==> src/sv/button_press_classifier_defines.svh <==
// assertion helpers used by the classifier top module
`ifndef BUTTON_PRESS_CLASSIFIER_DEFINES_SVH
`define BUTTON_PRESS_CLASSIFIER_DEFINES_SVH

// same-cycle implication, checked out of reset
`define BPC_ASSERT_NOW(label, ante, cons, msg) \
	label: assert property (@(posedge clk) disable iff (!arst_n) (ante) |-> (cons)) \
		else $error(msg);

// next-cycle implication, checked out of reset
`define BPC_ASSERT_NEXT(label, ante, cons, msg) \
	label: assert property (@(posedge clk) disable iff (!arst_n) (ante) |=> (cons)) \
		else $error(msg);

`endif

==> src/sv/bpc_pkg.sv <==
package bpc_pkg;

	localparam int CFG_WIDTH = 16;

	// register indexes
	localparam logic [1:0] REG_DEBOUNCE = 2'd0;
	localparam logic [1:0] REG_LONG     = 2'd1;
	localparam logic [1:0] REG_WINDOW   = 2'd2;
	localparam logic [1:0] REG_POLARITY = 2'd3;

	typedef enum logic [2:0] {
		EV_NONE    = 3'd0,
		EV_SHORT   = 3'd1,
		EV_LONG    = 3'd2,
		EV_TIMEOUT = 3'd3,
		EV_CONFIRM = 3'd4
	} event_t;

	// debounced level and its edges for the tick being processed
	typedef struct packed {
		logic level;
		logic rise;
		logic fall;
	} level_info_t;

endpackage

==> src/sv/bpc_debounce.sv <==
module bpc_debounce
	import bpc_pkg::*;
#(
	parameter int COUNT_WIDTH = 16
) (
	input  logic                 clk,
	input  logic                 arst_n,
	input  logic                 step,
	input  logic                 raw,
	input  logic [CFG_WIDTH-1:0] debounce_ticks,
	output level_info_t          info
);

	localparam int CmpWidth = (COUNT_WIDTH > CFG_WIDTH) ? COUNT_WIDTH : CFG_WIDTH;

	logic                   prev_raw_q;
	logic                   stable_q;
	logic [COUNT_WIDTH-1:0] stable_cnt_q;
	logic [COUNT_WIDTH-1:0] stable_cnt_next;
	logic                   stable_next;

	always_comb begin
		if (raw != prev_raw_q) begin
			stable_cnt_next = '0;
		end else if (&stable_cnt_q) begin
			stable_cnt_next = stable_cnt_q;
		end else begin
			stable_cnt_next = stable_cnt_q + 1'b1;
		end
		if (CmpWidth'(stable_cnt_next) >= CmpWidth'(debounce_ticks)) begin
			stable_next = raw;
		end else begin
			stable_next = stable_q;
		end
		info.level = stable_next;
		info.rise  = stable_next & ~stable_q;
		info.fall  = ~stable_next & stable_q;
	end

	always_ff @(posedge clk or negedge arst_n) begin
		if (!arst_n) begin
			prev_raw_q   <= 1'b0;
			stable_q     <= 1'b0;
			stable_cnt_q <= '0;
		end else if (step) begin
			prev_raw_q   <= raw;
			stable_q     <= stable_next;
			stable_cnt_q <= stable_cnt_next;
		end
	end

endmodule

==> src/sv/bpc_fsm.sv <==
module bpc_fsm
	import bpc_pkg::*;
#(
	parameter int COUNT_WIDTH = 16
) (
	input  logic                 clk,
	input  logic                 arst_n,
	input  logic                 step,
	input  level_info_t          info,
	input  logic [CFG_WIDTH-1:0] long_press_ticks,
	input  logic [CFG_WIDTH-1:0] confirm_window_ticks,
	output event_t               event_code,
	output logic [CFG_WIDTH-1:0] window_remaining
);

	localparam int CmpWidth = (COUNT_WIDTH > CFG_WIDTH) ? COUNT_WIDTH : CFG_WIDTH;

	typedef enum logic [1:0] {
		IDLE,
		PRESSED,
		LONG_HELD,
		WINDOW
	} mode_t;

	mode_t                  mode_q, mode_next;
	logic [COUNT_WIDTH-1:0] hold_cnt_q, hold_cnt_next;
	logic [COUNT_WIDTH-1:0] win_cnt_q, win_cnt_next;
	logic [COUNT_WIDTH-1:0] hold_inc, win_inc;
	logic [CmpWidth-1:0]    win_ext, win_cfg_ext;

	assign hold_inc    = (&hold_cnt_q) ? hold_cnt_q : hold_cnt_q + 1'b1;
	assign win_inc     = (&win_cnt_q) ? win_cnt_q : win_cnt_q + 1'b1;
	assign win_ext     = CmpWidth'(win_cnt_next);
	assign win_cfg_ext = CmpWidth'(confirm_window_ticks);

	always_comb begin
		mode_next     = mode_q;
		hold_cnt_next = hold_cnt_q;
		win_cnt_next  = win_cnt_q;
		event_code    = EV_NONE;
		case (mode_q)
			IDLE: begin
				if (info.rise) begin
					mode_next     = PRESSED;
					hold_cnt_next = '0;
				end
			end
			PRESSED: begin
				hold_cnt_next = hold_inc;
				if (info.fall) begin
					mode_next  = IDLE;
					event_code = EV_SHORT;
				end else if (info.level &&
				             CmpWidth'(hold_inc) >= CmpWidth'(long_press_ticks)) begin
					mode_next  = LONG_HELD;
					event_code = EV_LONG;
				end
			end
			LONG_HELD: begin
				if (info.fall) begin
					mode_next    = WINDOW;
					win_cnt_next = '0;
				end
			end
			WINDOW: begin
				win_cnt_next = win_inc;
				if (CmpWidth'(win_inc) >= win_cfg_ext) begin
					mode_next  = IDLE;
					event_code = EV_TIMEOUT;
				end else if (info.fall) begin
					mode_next  = IDLE;
					event_code = EV_CONFIRM;
				end
			end
			default: begin
				mode_next = IDLE;
			end
		endcase
		// remaining is below the 16-bit threshold, so truncation is exact
		if (mode_next == WINDOW && win_ext < win_cfg_ext) begin
			window_remaining = CFG_WIDTH'(win_cfg_ext - win_ext);
		end else begin
			window_remaining = '0;
		end
	end

	always_ff @(posedge clk or negedge arst_n) begin
		if (!arst_n) begin
			mode_q     <= IDLE;
			hold_cnt_q <= '0;
			win_cnt_q  <= '0;
		end else if (step) begin
			mode_q     <= mode_next;
			hold_cnt_q <= hold_cnt_next;
			win_cnt_q  <= win_cnt_next;
		end
	end

endmodule

==> src/sv/button_press_classifier.sv <==
// Button debounce and press classifier.
// Input stream: one word per millisecond tick, s_tdata[0] is the raw pin level.
// Output stream: one word per tick: event code, debounced pressed level and
// ticks left in the confirm window (zero while the window is closed).
// Configuration: cfg_we/cfg_addr/cfg_wdata writes debounce ticks, long press
// ticks, confirm window ticks and pin polarity; write only while idle.
// Pipeline: a tick accepted is registered in the input stage, and its result
// is registered in the output register once the output has room.
// Throughput: one tick per cycle unless the output stalls; all counters and
// the four-state machine update between the input and output registers.
// Stall: when m_tready is low the result holds; the input stage still takes
// one more word, then s_tready drops until the output drains.
// Reset: clears the pipeline, returns the registers to their defaults and
// assumes a released button with all counters at zero.
module button_press_classifier
	import bpc_pkg::*;
#(
	parameter int COUNT_WIDTH = 16
) (
	input  logic        clk,
	input  logic        arst_n,
	input  logic        s_tvalid,
	output logic        s_tready,
	input  logic [7:0]  s_tdata,   // [0] pin_level, [7:1] zero
	output logic        m_tvalid,
	input  logic        m_tready,
	output logic [23:0] m_tdata,   // [2:0] event_code, [3] pressed_level,
	                               // [19:4] window_remaining, [23:20] zero
	input  logic        cfg_we,
	input  logic [1:0]  cfg_addr,
	input  logic [15:0] cfg_wdata
);

	`include "button_press_classifier_defines.svh"

	logic [CFG_WIDTH-1:0] debounce_ticks_q;
	logic [CFG_WIDTH-1:0] long_press_ticks_q;
	logic [CFG_WIDTH-1:0] confirm_window_ticks_q;
	logic                 active_high_q;

	logic                 valid_s1;
	logic                 pin_s1;
	logic                 advance;
	logic                 raw;
	level_info_t          info;
	event_t               event_code;
	logic [CFG_WIDTH-1:0] window_remaining;

	logic                 m_valid_q;
	event_t               event_s2;
	logic                 level_s2;
	logic [CFG_WIDTH-1:0] remain_s2;

	always_ff @(posedge clk or negedge arst_n) begin
		if (!arst_n) begin
			debounce_ticks_q       <= 16'd50;
			long_press_ticks_q     <= 16'd5000;
			confirm_window_ticks_q <= 16'd10000;
			active_high_q          <= 1'b0;
		end else if (cfg_we) begin
			case (cfg_addr)
				REG_DEBOUNCE: debounce_ticks_q       <= cfg_wdata;
				REG_LONG:     long_press_ticks_q     <= cfg_wdata;
				REG_WINDOW:   confirm_window_ticks_q <= cfg_wdata;
				REG_POLARITY: active_high_q          <= cfg_wdata[0];
				default: begin
				end
			endcase
		end
	end

	assign advance  = valid_s1 && (!m_valid_q || m_tready);
	assign s_tready = !valid_s1 || advance;
	assign raw      = active_high_q ? pin_s1 : ~pin_s1;

	always_ff @(posedge clk or negedge arst_n) begin
		if (!arst_n) begin
			valid_s1 <= 1'b0;
		end else if (s_tready) begin
			valid_s1 <= s_tvalid;
		end
	end

	always_ff @(posedge clk) begin
		if (s_tvalid && s_tready) begin
			pin_s1 <= s_tdata[0];
		end
	end

	bpc_debounce #(
		.COUNT_WIDTH(COUNT_WIDTH)
	) u_debounce (
		.clk            (clk),
		.arst_n         (arst_n),
		.step           (advance),
		.raw            (raw),
		.debounce_ticks (debounce_ticks_q),
		.info           (info)
	);

	bpc_fsm #(
		.COUNT_WIDTH(COUNT_WIDTH)
	) u_fsm (
		.clk                  (clk),
		.arst_n               (arst_n),
		.step                 (advance),
		.info                 (info),
		.long_press_ticks     (long_press_ticks_q),
		.confirm_window_ticks (confirm_window_ticks_q),
		.event_code           (event_code),
		.window_remaining     (window_remaining)
	);

	always_ff @(posedge clk or negedge arst_n) begin
		if (!arst_n) begin
			m_valid_q <= 1'b0;
		end else if (advance) begin
			m_valid_q <= 1'b1;
		end else if (m_tready) begin
			m_valid_q <= 1'b0;
		end
	end

	always_ff @(posedge clk) begin
		if (advance) begin
			event_s2  <= event_code;
			level_s2  <= info.level;
			remain_s2 <= window_remaining;
		end
	end

	assign m_tvalid = m_valid_q;
	assign m_tdata  = {4'b0000, remain_s2, level_s2, event_s2};

	// an event always leaves the confirm window closed
	`BPC_ASSERT_NOW(a_event_closes_window,
		m_valid_q && event_s2 != EV_NONE, remain_s2 == '0,
		"window open on an event word")

	// a long hold is only reported while the button is held
	`BPC_ASSERT_NOW(a_long_while_pressed,
		m_valid_q && event_s2 == EV_LONG, level_s2,
		"long hold reported with button released")

	// a word in the input stage with room downstream reaches the output
	`BPC_ASSERT_NEXT(a_stage_moves, advance, m_valid_q,
		"input stage word lost")

	// remaining ticks never exceed the configured window
	`BPC_ASSERT_NOW(a_remain_bound, m_valid_q, remain_s2 <= confirm_window_ticks_q,
		"window remaining above configured length")

endmodule

==> config.mk <==
export PLATFORM = sky130hd
export DESIGN_NAME = button_press_classifier
export DESIGN_NICKNAME = d
export VERILOG_FILES = /design/src/sv/bpc_pkg.sv /design/src/sv/bpc_debounce.sv /design/src/sv/bpc_fsm.sv /design/src/sv/button_press_classifier.sv
export VERILOG_INCLUDE_DIRS = /design/src /design/src/sv
export SDC_FILE = /design/constraint.sdc
export NUM_CORES = 1
export LEC_CHECK = 0
export ABC_AREA = 0
export BUFFER_PORTS_ARGS = -buffer_cell sky130_fd_sc_hd__clkbuf_2
export CORE_MARGIN = 2
export CORE_UTILIZATION = 55
export DETAILED_ROUTE_END_ITERATION = 8
export PLACE_DENSITY_LB_ADDON = 0.12
export SLEW_MARGIN = 20
export SYNTH_ARGS = -nofsm -noshare
export SYNTH_HDL_FRONTEND = slang
export SYNTH_SLANG_ARGS = --single-unit
export TNS_END_PERCENT = 100
==> constraint.sdc <==
create_clock -name clk -period 8.05 [get_ports clk]
set_input_delay 0.4025 -clock clk [delete_from_list [all_inputs] [get_ports clk]]
set_output_delay 0.4025 -clock clk [all_outputs]
set_load 0.02 [all_outputs]
==> results.py, run 1 <==
metrics = {
    "timing": {
        "worst_clock_skew_ps": 11.51,
        "slew_headroom": 0.3786,
        "tightest_slew_ps": 932.1,
        "fin_crit_ps": 7062,
        "post-route-period-util": 0.8772,
        "finalSetupViolations": 0,
        "final.setup.worst_slack_ps": 988.2,
        "clock.fmax_mhz": 141.6,
        "final_max_slew_viol_count": 0,
        "rsz_0062_raised_after_global_routing": "false",
        "hold_violations": 0,
        "summed_negative_setup_slack_over_all_endpoints_ps": 0,
    },
    "clocking": {
        "cts.path.max_buffers": 2,
        "clk_pin_slew_ps": 60,
        "tritoncts_num_sinks": 124,
        "htree_num_levels": 4,
        "cts.repair.resized": 0,
        "tritoncts": "built",
        "cts-buffers-inserted": 17,
        "cts_hold_buf": 1,
        "clockRootBuffer": "clkbuf_16",
        "worstSkewPairLatency_ps": 430,
        "setup_bufs_post_cts": 0,
    },
    "routing": {
        "routed-via-count": 6913,
        "wl_um": 20770,
        "route.antenna.remaining_nets": 0,
        "route.detailed.wl_per_inst_um": 18.54,
        "vias_per_cell": 6.172,
        "drt-pass1-iter-count": 5,
        "drt_drc_violations_left": 0,
        "1st_iter_drt_viols": 544,
    },
    "global_routing": {
        "antenna_found_initial": 0,
        "grt_pass1_vias": 6684,
        "grt_overflow_total": 0,
        "largest_net_degree_at_the_start_of_global_routing": 75,
        "grt_first_pass_wirelength_um": 33530,
        "track_usage": 0.2658,
    },
    "cells_and_area": {
        "multi_input_area_um2": 4647,
        "antenna_cells_inserted": 0,
        "sequential_cell_area_um2": 3224,
        "flow.area_growth_from_synthesis_pct": 11.08,
        "nFillCells": 1242,
        "net_count_reported_at_finish": 1022,
        "post_route_cells_drive_above_1_share": 0.1603,
    },
    "critical_path": {
        "timing.critical_path.arrival_ps": 7240,
        "crit_type": "reg2reg",
        "max_stage_delay_ps": 690,
        "start_kind": "register",
        "path_max_fanout": 17,
        "timing.critical_path.cells": "and4_4 > nand4_4 > or3_1 > and4_1 > nand3_1 > xor2_1 > nor2_1 > ha_1 > a21o_1 > a221oi_1 > o21ai_0 > a21oi_2 > nor2_1 > o21ai_2 > a221oi_1 > ha_1 > nor2b_1 > o31ai_1 > a211oi_1 > o21ai_0 > a21oi_1 > o31ai_4 > and3b_1",
        "crit_path_top_delay_cell": "o21ai_2",
        "worst_setup_path_end_kind": "register",
        "crit_required_ps": 8230,
    },
    "synthesis": {
        "mean_post_synth_cell_area_um2": 9.330,
        "dominantRegCellSynth": "dfrtp_1",
        "synth-edff-count": 21,
        "synthesized_cell_area_um2": 8285,
        "synth_sequential_area_ratio": 0.3892,
        "synth.yosys.warnings": 0,
        "syn_inst": 888,
        "synth.top_cell.area_share": 0.2718,
        "synth_top_area_cell": "dfrtp_1",
        "synth.lib_cells_used.distinct": 68,
        "synth-async-reset-ratio": 0.8306,
        "yosys-top-cells-area": "dfrtp_1 (27%), ha_1 (10%), edfxtp_1 (7.6%), mux2_2 (5.2%), o21ai_0 (4.2%)",
        "yosys_register_bits": 124,
    },
    "placed_design": {
        "dp.final_hpwl_um": 15210,
        "port_buffers": 45,
        "pre_cts_slack_ps": 1183,
        "routabilityCongestion": 0.8950,
    },
    "floorplanning": {
        "ios": 57,
        "die_outline_area_um2": 16060,
        "fp-row-count": 44,
        "die_h_um": 126.7,
        "start_util": 0.5658,
        "fp.dieW_um": 126.7,
        "core_um2": 14640,
    },
    "power_and_ir_drop": {
        "p_total_mw": 2.003,
        "ir_drop_uv": 196.1,
        "p_per_area_nw_per_um2": 217.6,
        "p_leak_nw": 4.123,
    },
    "run": {
        "max_cap_viol_count": 0,
    },
    "hold_path": {
        "hold_class": "in2reg",
    },
    "outcome": {
        "outcome": "complete, no violations",
    },
}
==> sequential cells by signal, indices dropped and copies added, names as in the netlist <==
name / cells
u_fsm.win_cnt_q: 16
event_s2: 3
pin_s1: 1
u_debounce.stable_q: 1
long_press_ticks_q: 16
valid_s1: 1
level_s2: 1
remain_s2: 16
u_fsm.mode_q: 2
u_fsm.hold_cnt_q: 16
u_debounce.stable_cnt_q: 16
u_debounce.prev_raw_q: 1
active_high_q: 1
m_tvalid: 1
confirm_window_ticks_q: 16
debounce_ticks_q: 16
==> final timing paths <==
kind                            slack (ps)                                   start                              end  depth (start not counted)
worst min-delay path                   160                              s_tdata[0]                 pin_s1$_DFFE_PP_                          1
min in group asynchronous              470                                  arst_n   u_fsm.win_cnt_q[1]$_DFFE_PN0P_                          2
worst max register to register         990  u_debounce.stable_cnt_q[4]$_DFFE_PN0P_       remain_s2[4]$_SDFFCE_PN0P_                         23
max in group asynchronous             6290                                  arst_n  debounce_ticks_q[3]$_DFFE_PN0P_                          3
worst min register to register         500                    valid_s1$_DFFE_PN0N_             m_tvalid$_DFFE_PN0P_                          1
worst max-delay path                   990  u_debounce.stable_cnt_q[4]$_DFFE_PN0P_       remain_s2[4]$_SDFFCE_PN0P_                         23
==> placed cells by master (no fill, tap or decap), drive strengths merged, types with 6 or more instances in the layout <==
master / n
and4: 7
a21o: 11
nand2b: 13
nor3: 22
a22o: 19
a21oi: 39
xor2: 18
and3: 9
nand3: 32
ha: 67
o31ai: 21
mux2: 38
a31oi: 15
a22oi: 7
nand4: 14
inv: 68
o21ai: 70
nand2: 79
nor2b: 9
o21a: 12
nor2: 55
a211oi: 7
edfxtp: 21
dfrtp: 90
and2: 8
xnor2: 23
buf: 8
dfstp: 13
clkbuf: 65
or3: 6
==> synthesized netlist by cell type, drive strengths merged, types with 11 or more instances <==
cell / number
nand2b: 13
nor2: 55
ha: 67
o21ai: 70
o31ai: 21
dfrtp: 90
xnor2: 23
a31oi: 15
mux2: 38
edfxtp: 21
inv: 64
xor2: 18
nand4: 14
a22o: 19
clkbuf: 20
nand2: 79
nand3: 32
a21o: 11
o21a: 12
a21oi: 39
dfstp: 13
nor3: 22
buf: 20
==> worst max-delay path, delay by kind of cell, from the launching register on <==
kind | cells | cell delay, ps
compound gates | 11 | 3170
xor+xnor | 1 | 150
fa+ha+maj | 2 | 690
flops | 1 | 500
simple gates | 9 | 2290
==> area by class of cell <==
| type | instances | share of cell area |
|---|---|---|
| Timing Repair Buffer | 53 | 0.03154 |
| Clock inverter | 11 | 0.008700 |
| Clock buffer | 21 | 0.05343 |
| Multi-Input combinational cell | 663 | 0.5049 |
| Tap cell | 184 | 0.02501 |
| Inverter | 64 | 0.02610 |
| Sequential cell | 124 | 0.3503 |
==> cell families after synthesis <==
kind of cell | synth area share
AND/OR/NAND/NOR | 0.1634
AO/OA/AOI/OAI | 0.1888
flip-flops | 0.3892
buffers and inverters | 0.05361
adder cells (fa/ha/maj) | 0.1036
multiplexers | 0.05769
XOR/XNOR | 0.04334
other | 0.0004526
==> per-layer routing <==
metal	up-vias	track usage	wire length, um
met2	210	0.4417	10110
met4	0	0.1144	720
met1	3371	0.3409	8915
met5	-	0	0
met3	42	0.05188	1018
li1	3290	-	-
==> where the power goes <==
group	switching [mW]	leakage, nW	internal (mW)
registers	0.0664	1.51	0.718
clock network	0.299	0.278	0.438
logic	0.282	2.33	0.199
total	0.647	4.12	1.36
==> through the flow <==
step             util  hold WS [ps]  std cells  area (um2)
6_report       0.6285         162.1       1120        9204
3_5_place_dp   0.5885         381.2       1087        8618
4_1_cts        0.6282         148.5       1120        9200
2_1_floorplan       -         106.9        891        8297
5_1_grt        0.6285         153.3       1120        9204
3_3_place_gp   0.5883         375.1       1087        8616
Power figures use the tool's default switching activity.
==> run 2: changes to the inputs <==
==> constraint.sdc (replaced) <==
create_clock -name clk -period 8.9 [get_ports clk]
set_input_delay 0.445 -clock clk [delete_from_list [all_inputs] [get_ports clk]]
set_output_delay 0.445 -clock clk [all_outputs]
set_load 0.05 [all_outputs]
==> results.py, run 2 (synthesized netlist as in run 1, its figures left out) <==
metrics = {
    "critical_path": {
        "timing.critical_path.arrival_ps": 7370,
        "path_max_fanout": 17,
        "worst_r2r_path_depth": 23,
        "crit_type": "reg2reg",
        "worst_setup_path_end_kind": "register",
        "start_kind": "register",
        "crit_required_ps": 9140,
    },
    "cells_and_area": {
        "mostFrequentLayoutCell": "dfrtp_1",
        "nFillCells": 1228,
        "layout.cells.non_filler": 1117,
        "flow.area_growth_from_synthesis_pct": 10.68,
        "final_cell_mix": "dfrtp_1 (90), nand2_1 (79), o21ai_0 (69)",
        "layout.cell_area.non_filler_um2": 9170,
        "net_count_reported_at_finish": 1019,
        "post_route_cells_drive_above_1_share": 0.1554,
        "postLayoutCoreUtil": 0.6262,
        "sequential_cell_area_um2": 3224,
        "antenna_cells_inserted": 0,
        "multi_input_area_um2": 4643,
    },
    "routing": {
        "routed-via-count": 6904,
        "drt_drc_violations_left": 0,
        "route.detailed.wl_per_inst_um": 18.38,
        "route.antenna.remaining_nets": 0,
        "drt-pass1-iter-count": 5,
        "1st_iter_drt_viols": 472,
        "wl_um": 20530,
        "vias_per_cell": 6.181,
    },
    "floorplanning": {
        "die_outline_area_um2": 16060,
        "fp.dieW_um": 126.7,
        "ios": 57,
        "core_um2": 14640,
        "fp-row-count": 44,
        "start_util": 0.5658,
        "die_h_um": 126.7,
    },
    "clocking": {
        "cts.path.max_buffers": 2,
        "clk_pin_slew_ps": 60,
        "cts.repair.resized": 0,
        "worstSkewPairLatency_ps": 420,
        "htree_num_levels": 4,
        "cts-buffers-inserted": 17,
        "cts_hold_buf": 0,
        "clockRootBuffer": "clkbuf_16",
        "tritoncts": "built",
        "setup_bufs_post_cts": 0,
        "tritoncts_num_sinks": 124,
    },
    "timing": {
        "slew_headroom": 0.2883,
        "final_max_slew_viol_count": 0,
        "fin_crit_ps": 7130,
        "tightest_slew_ps": 1064,
        "hold_violations": 0,
        "final.setup.worst_slack_ps": 1770,
        "worst_hold_slack_ps": 18.59,
        "post-route-period-util": 0.8012,
        "rsz_0062_raised_after_global_routing": "false",
        "summed_negative_setup_slack_over_all_endpoints_ps": 0,
        "clock.fmax_mhz": 140.2,
        "worst_clock_skew_ps": 10.88,
        "finalSetupViolations": 0,
    },
    "global_routing": {
        "largest_net_degree_at_the_start_of_global_routing": 68,
        "antenna_found_initial": 0,
        "grt_pass1_vias": 6732,
        "grt_overflow_total": 0,
        "grt_first_pass_wirelength_um": 34040,
        "track_usage": 0.2670,
    },
    "power_and_ir_drop": {
        "pwr-share-comb": 0.247,
        "p_per_area_nw_per_um2": 198.0,
        "internal_power_mw": 1.231,
        "p_leak_nw": 4.113,
        "switching_share": 0.3218,
        "portion_of_total_power_attributed_to_the_clock_network": 0.363,
        "ir_drop_uv": 145.9,
        "power.net_switching_uw": 584.4,
        "power.sequential.fraction": 0.390,
        "p_total_mw": 1.816,
    },
    "placed_design": {
        "dp.final_hpwl_um": 15250,
        "pre_cts_slack_ps": 1915,
        "placed_cell_area_um2": 8601,
        "port_buffers": 45,
        "numPlacedInstances": 1085,
        "routabilityCongestion": 0.9075,
    },
    "outcome": {
        "outcome": "complete, no violations",
    },
    "run": {
        "max_cap_viol_count": 0,
    },
    "hold_path": {
        "hold_class": "in2async",
    },
}
[run 2: cell count changes in the layout (fill, tap and decap cells not counted), moves of 2 or more]
cell,change
clkbuf_1,+2
clkinvlp_4,-2
buf_4,-2
clkinv_2,+3
[run 2: layer usage]
metal  routed length [um]  track usage  vias to the layer above
met5                    0            0                        -
met4                  501      0.09373                        0
met1                 8844       0.3478                     3368
met3                 1067      0.05230                       37
li1                     -            -                     3285
met2                10110       0.4477                      214
[run 2: power groups by stage]
stage / combinational (mW) / clock, mW / sequential, mW
final: 0.449 / 0.659 / 0.708
after global routing: 0.505 / 0.696 / 0.716
after CTS: 0.449 / 0.671 / 0.707
after detailed placement: 0.447 / 0 / 0.717
after global placement: 0.427 / 0 / 0.714
after floorplan: 0.319 / 0 / 0.714
[run 2: worst paths after layout]
kind | startpoint | endpoint | slack, ps
worst max-delay path | u_debounce.stable_cnt_q[4]$_DFFE_PN0P_ | remain_s2[3]$_SDFFCE_PN0P_ | 1770
worst min-delay path | arst_n | u_debounce.stable_cnt_q[12]$_DFFE_PN0P_ | 20
max in group asynchronous | arst_n | long_press_ticks_q[6]$_DFFE_PN0P_ | 7640
worst min register to register | valid_s1$_DFFE_PN0N_ | m_tvalid$_DFFE_PN0P_ | 490
min in group clk | s_tdata[0] | pin_s1$_DFFE_PP_ | 210
worst max register to register | u_debounce.stable_cnt_q[4]$_DFFE_PN0P_ | remain_s2[3]$_SDFFCE_PN0P_ | 1770
[run 2: layout make-up]
class / count / area share
repair buffers: 50 / 0.02893
well taps: 184 / 0.02511
clock inverters: 9 / 0.006140
inverters: 64 / 0.02620
flip-flops and latches: 124 / 0.3516
multi-input cells: 663 / 0.5063
clock buffers: 23 / 0.05567
[run 2: worst max-delay path, cell delays in order (launching register included)]
cell	delay, ps
dfrtp_1	500
and4_4	290
nand4_4	140
or3_1	630
and4_1	370
nand3_1	130
xor2_1	160
nor2_1	70
ha_1	310
a21o_1	190
a221oi_1	210
o21ai_0	230
a21oi_2	350
nor2_1	200
o21ai_2	660
a221oi_1	240
ha_1	420
nor2b_1	220
o31ai_1	160
a211oi_1	430
o21ai_0	170
a21oi_1	320
o31ai_4	270
nor3b_1	270
==> run 3: changes to the inputs <==
Clock period 8.9 ns to 7 ns, I/O delays scaled along.
==> results.py, run 3 (synthesized netlist as in run 1, its figures left out) <==
metrics = {
    "hold_path": {
        "hold_class": "in2reg",
        "hold_path.startpoint": "s_tdata[0]",
        "min_path_cells": 1,
        "holdPathEnd": "pin_s1$_DFFE_PP_",
    },
    "cells_and_area": {
        "antenna_cells_inserted": 0,
        "final_cell_mix": "dfrtp_1 (90), nand2_1 (79), o21ai_0 (69)",
        "post_route_cells_drive_above_1_share": 0.1597,
        "nFillCells": 1238,
        "flow.area_growth_from_synthesis_pct": 11.33,
        "net_count_reported_at_finish": 1025,
        "postLayoutCoreUtil": 0.6299,
        "mostFrequentLayoutCell": "dfrtp_1",
    },
    "timing": {
        "summed_negative_setup_slack_over_all_endpoints_ps": 0,
        "rsz_0062_raised_after_global_routing": "false",
        "clock.fmax_mhz": 153.8,
        "final_max_slew_viol_count": 0,
        "slew_headroom": 0.3030,
        "worst_hold_slack_ps": 108.8,
        "fin_crit_ps": 6500,
        "worst_clock_skew_ps": 7.512,
        "post-route-period-util": 0.9286,
        "tightest_slew_ps": 1042,
        "finalSetupViolations": 0,
        "hold_violations": 0,
    },
    "routing": {
        "drt-pass1-iter-count": 5,
        "route.antenna.remaining_nets": 0,
        "1st_iter_drt_viols": 521,
        "drt_drc_violations_left": 0,
        "wl_um": 20430,
        "vias_per_cell": 6.121,
        "routed-via-count": 6874,
        "route.detailed.wl_per_inst_um": 18.20,
    },
    "critical_path": {
        "start_kind": "register",
        "crit_required_ps": 7250,
        "timing.critical_path.arrival_ps": 6750,
        "reg2reg_slack_ps": 500,
        "crit_type": "reg2reg",
        "worstReg2RegStart": "u_debounce.stable_cnt_q[4]$_DFFE_PN0P_",
        "max_stage_delay_ps": 530,
        "endpoint_of_the_worst_slack_reg_to_reg_timing_path": "remain_s2[3]$_SDFFCE_PN0P_",
        "worst_r2r_path_depth": 25,
        "path_max_fanout": 16,
        "worst_setup_path_end_kind": "register",
        "crit_path_top_delay_cell": "o31ai_1",
    },
    "clocking": {
        "setup_bufs_post_cts": 0,
        "cts-buffers-inserted": 17,
        "worstSkewPairLatency_ps": 420,
        "tritoncts_num_sinks": 124,
        "clk_pin_slew_ps": 60,
        "htree_num_levels": 4,
        "tritoncts": "built",
        "clockRootBuffer": "clkbuf_16",
        "cts.path.max_buffers": 2,
    },
    "placed_design": {
        "dp.final_hpwl_um": 15310,
        "port_buffers": 45,
        "routabilityCongestion": 0.9142,
    },
    "global_routing": {
        "track_usage": 0.2645,
        "antenna_found_initial": 0,
        "grt_overflow_total": 0,
        "largest_net_degree_at_the_start_of_global_routing": 77,
        "grt_pass1_vias": 6765,
        "grt_first_pass_wirelength_um": 33370,
    },
    "power_and_ir_drop": {
        "p_leak_nw": 4.132,
        "ir_drop_uv": 191.9,
        "p_per_area_nw_per_um2": 252.5,
    },
    "run": {
        "max_cap_viol_count": 0,
    },
    "outcome": {
        "outcome": "complete, no violations",
    },
    "floorplanning": {
        "core_um2": 14640,
        "die_outline_area_um2": 16060,
        "fp-row-count": 44,
        "start_util": 0.5658,
        "ios": 57,
        "die_h_um": 126.7,
        "fp.dieW_um": 126.7,
    },
}
## run 3: changes by cell type in the layout (fill, tap and decap cells not counted), sizes merged
cell,before,now
buf,6,11
bufinv,0,2
clkinvlp,1,3
inv,66,68
clkinv,6,4
clkbuf,67,63
dlygate4sd3,0,1
## run 3: power breakdown
part / switching, mW / internal (mW) / leakage [nW]
combinational: 0.342 / 0.230 / 2.35
clock: 0.329 / 0.525 / 0.275
sequential: 0.0766 / 0.826 / 1.51
## run 3: routing by layer
layer	global-route usage	part of all wire	vias up	routed length [um]
met1	0.3384	0.43	3326	8886
met5	0	0	-	0
li1	-	-	3292	-
met2	0.4429	0.49	209	9943
met3	0.04513	0.044	47	893
met4	0.1183	0.035	0	711
## run 3: metrics by stage
step,total power [mW],std cells,cell area (um2),worst slack (ps)
2_1_floorplan,1.313,891,8297,1558
3_3_place_gp,1.453,1090,8638,589.8
3_5_place_dp,1.479,1090,8638,551.9
4_1_cts,2.344,1123,9221,467.8
5_1_grt,2.464,1123,9224,105.5
6_report,2.329,1123,9224,499.7
## run 3: final cells by class
type	instances	area [um2]	area share
Multi-Input combinational cell	663	4643	0.5034
Clock buffer	19	432.9	0.04693
Inverter	64	240.2	0.02604
Timing Repair Buffer	56	312.8	0.03391
Clock inverter	13	140.1	0.01519
Sequential cell	124	3224	0.3496
Tap cell	184	230.2	0.02496
## run 3: how the worst max path moves through the flow
| stage | from | to | slack, ps | depth (start not counted) |
|---|---|---|---|---|
| after floorplan | u_debounce.stable_cnt_q[4]$_DFFE_PN0P_ | remain_s2[5]$_SDFFCE_PN0P_ | 1560 | 28 |
| after global placement | u_debounce.stable_cnt_q[4]$_DFFE_PN0P_ | remain_s2[3]$_SDFFCE_PN0P_ | 590 | 25 |
| after detailed placement | u_debounce.stable_cnt_q[4]$_DFFE_PN0P_ | remain_s2[3]$_SDFFCE_PN0P_ | 550 | 25 |
| after CTS | u_debounce.stable_cnt_q[4]$_DFFE_PN0P_ | remain_s2[3]$_SDFFCE_PN0P_ | 470 | 25 |
| after global routing | u_debounce.stable_cnt_q[4]$_DFFE_PN0P_ | remain_s2[3]$_SDFFCE_PN0P_ | 110 | 25 |
| final | u_debounce.stable_cnt_q[4]$_DFFE_PN0P_ | remain_s2[3]$_SDFFCE_PN0P_ | 500 | 25 |
## run 3: timing repair
item | CTS | global route
endpoints found under the hold margin | 27 | 0
resized for setup | 0 | 1
hold buffers | 1 | 0
setup endpoints to repair | 0 | 1
## run 3: worst max-delay path, delay by kind of cell (launching register included)
kind / cells / cell delay, ps
AO/OA/AOI/OAI: 11 / 2730
AND/OR/NAND/NOR: 9 / 1760
adder cells (fa/ha/maj): 3 / 920
flip-flops: 1 / 490
buffers and inverters: 1 / 240
XOR/XNOR: 1 / 170
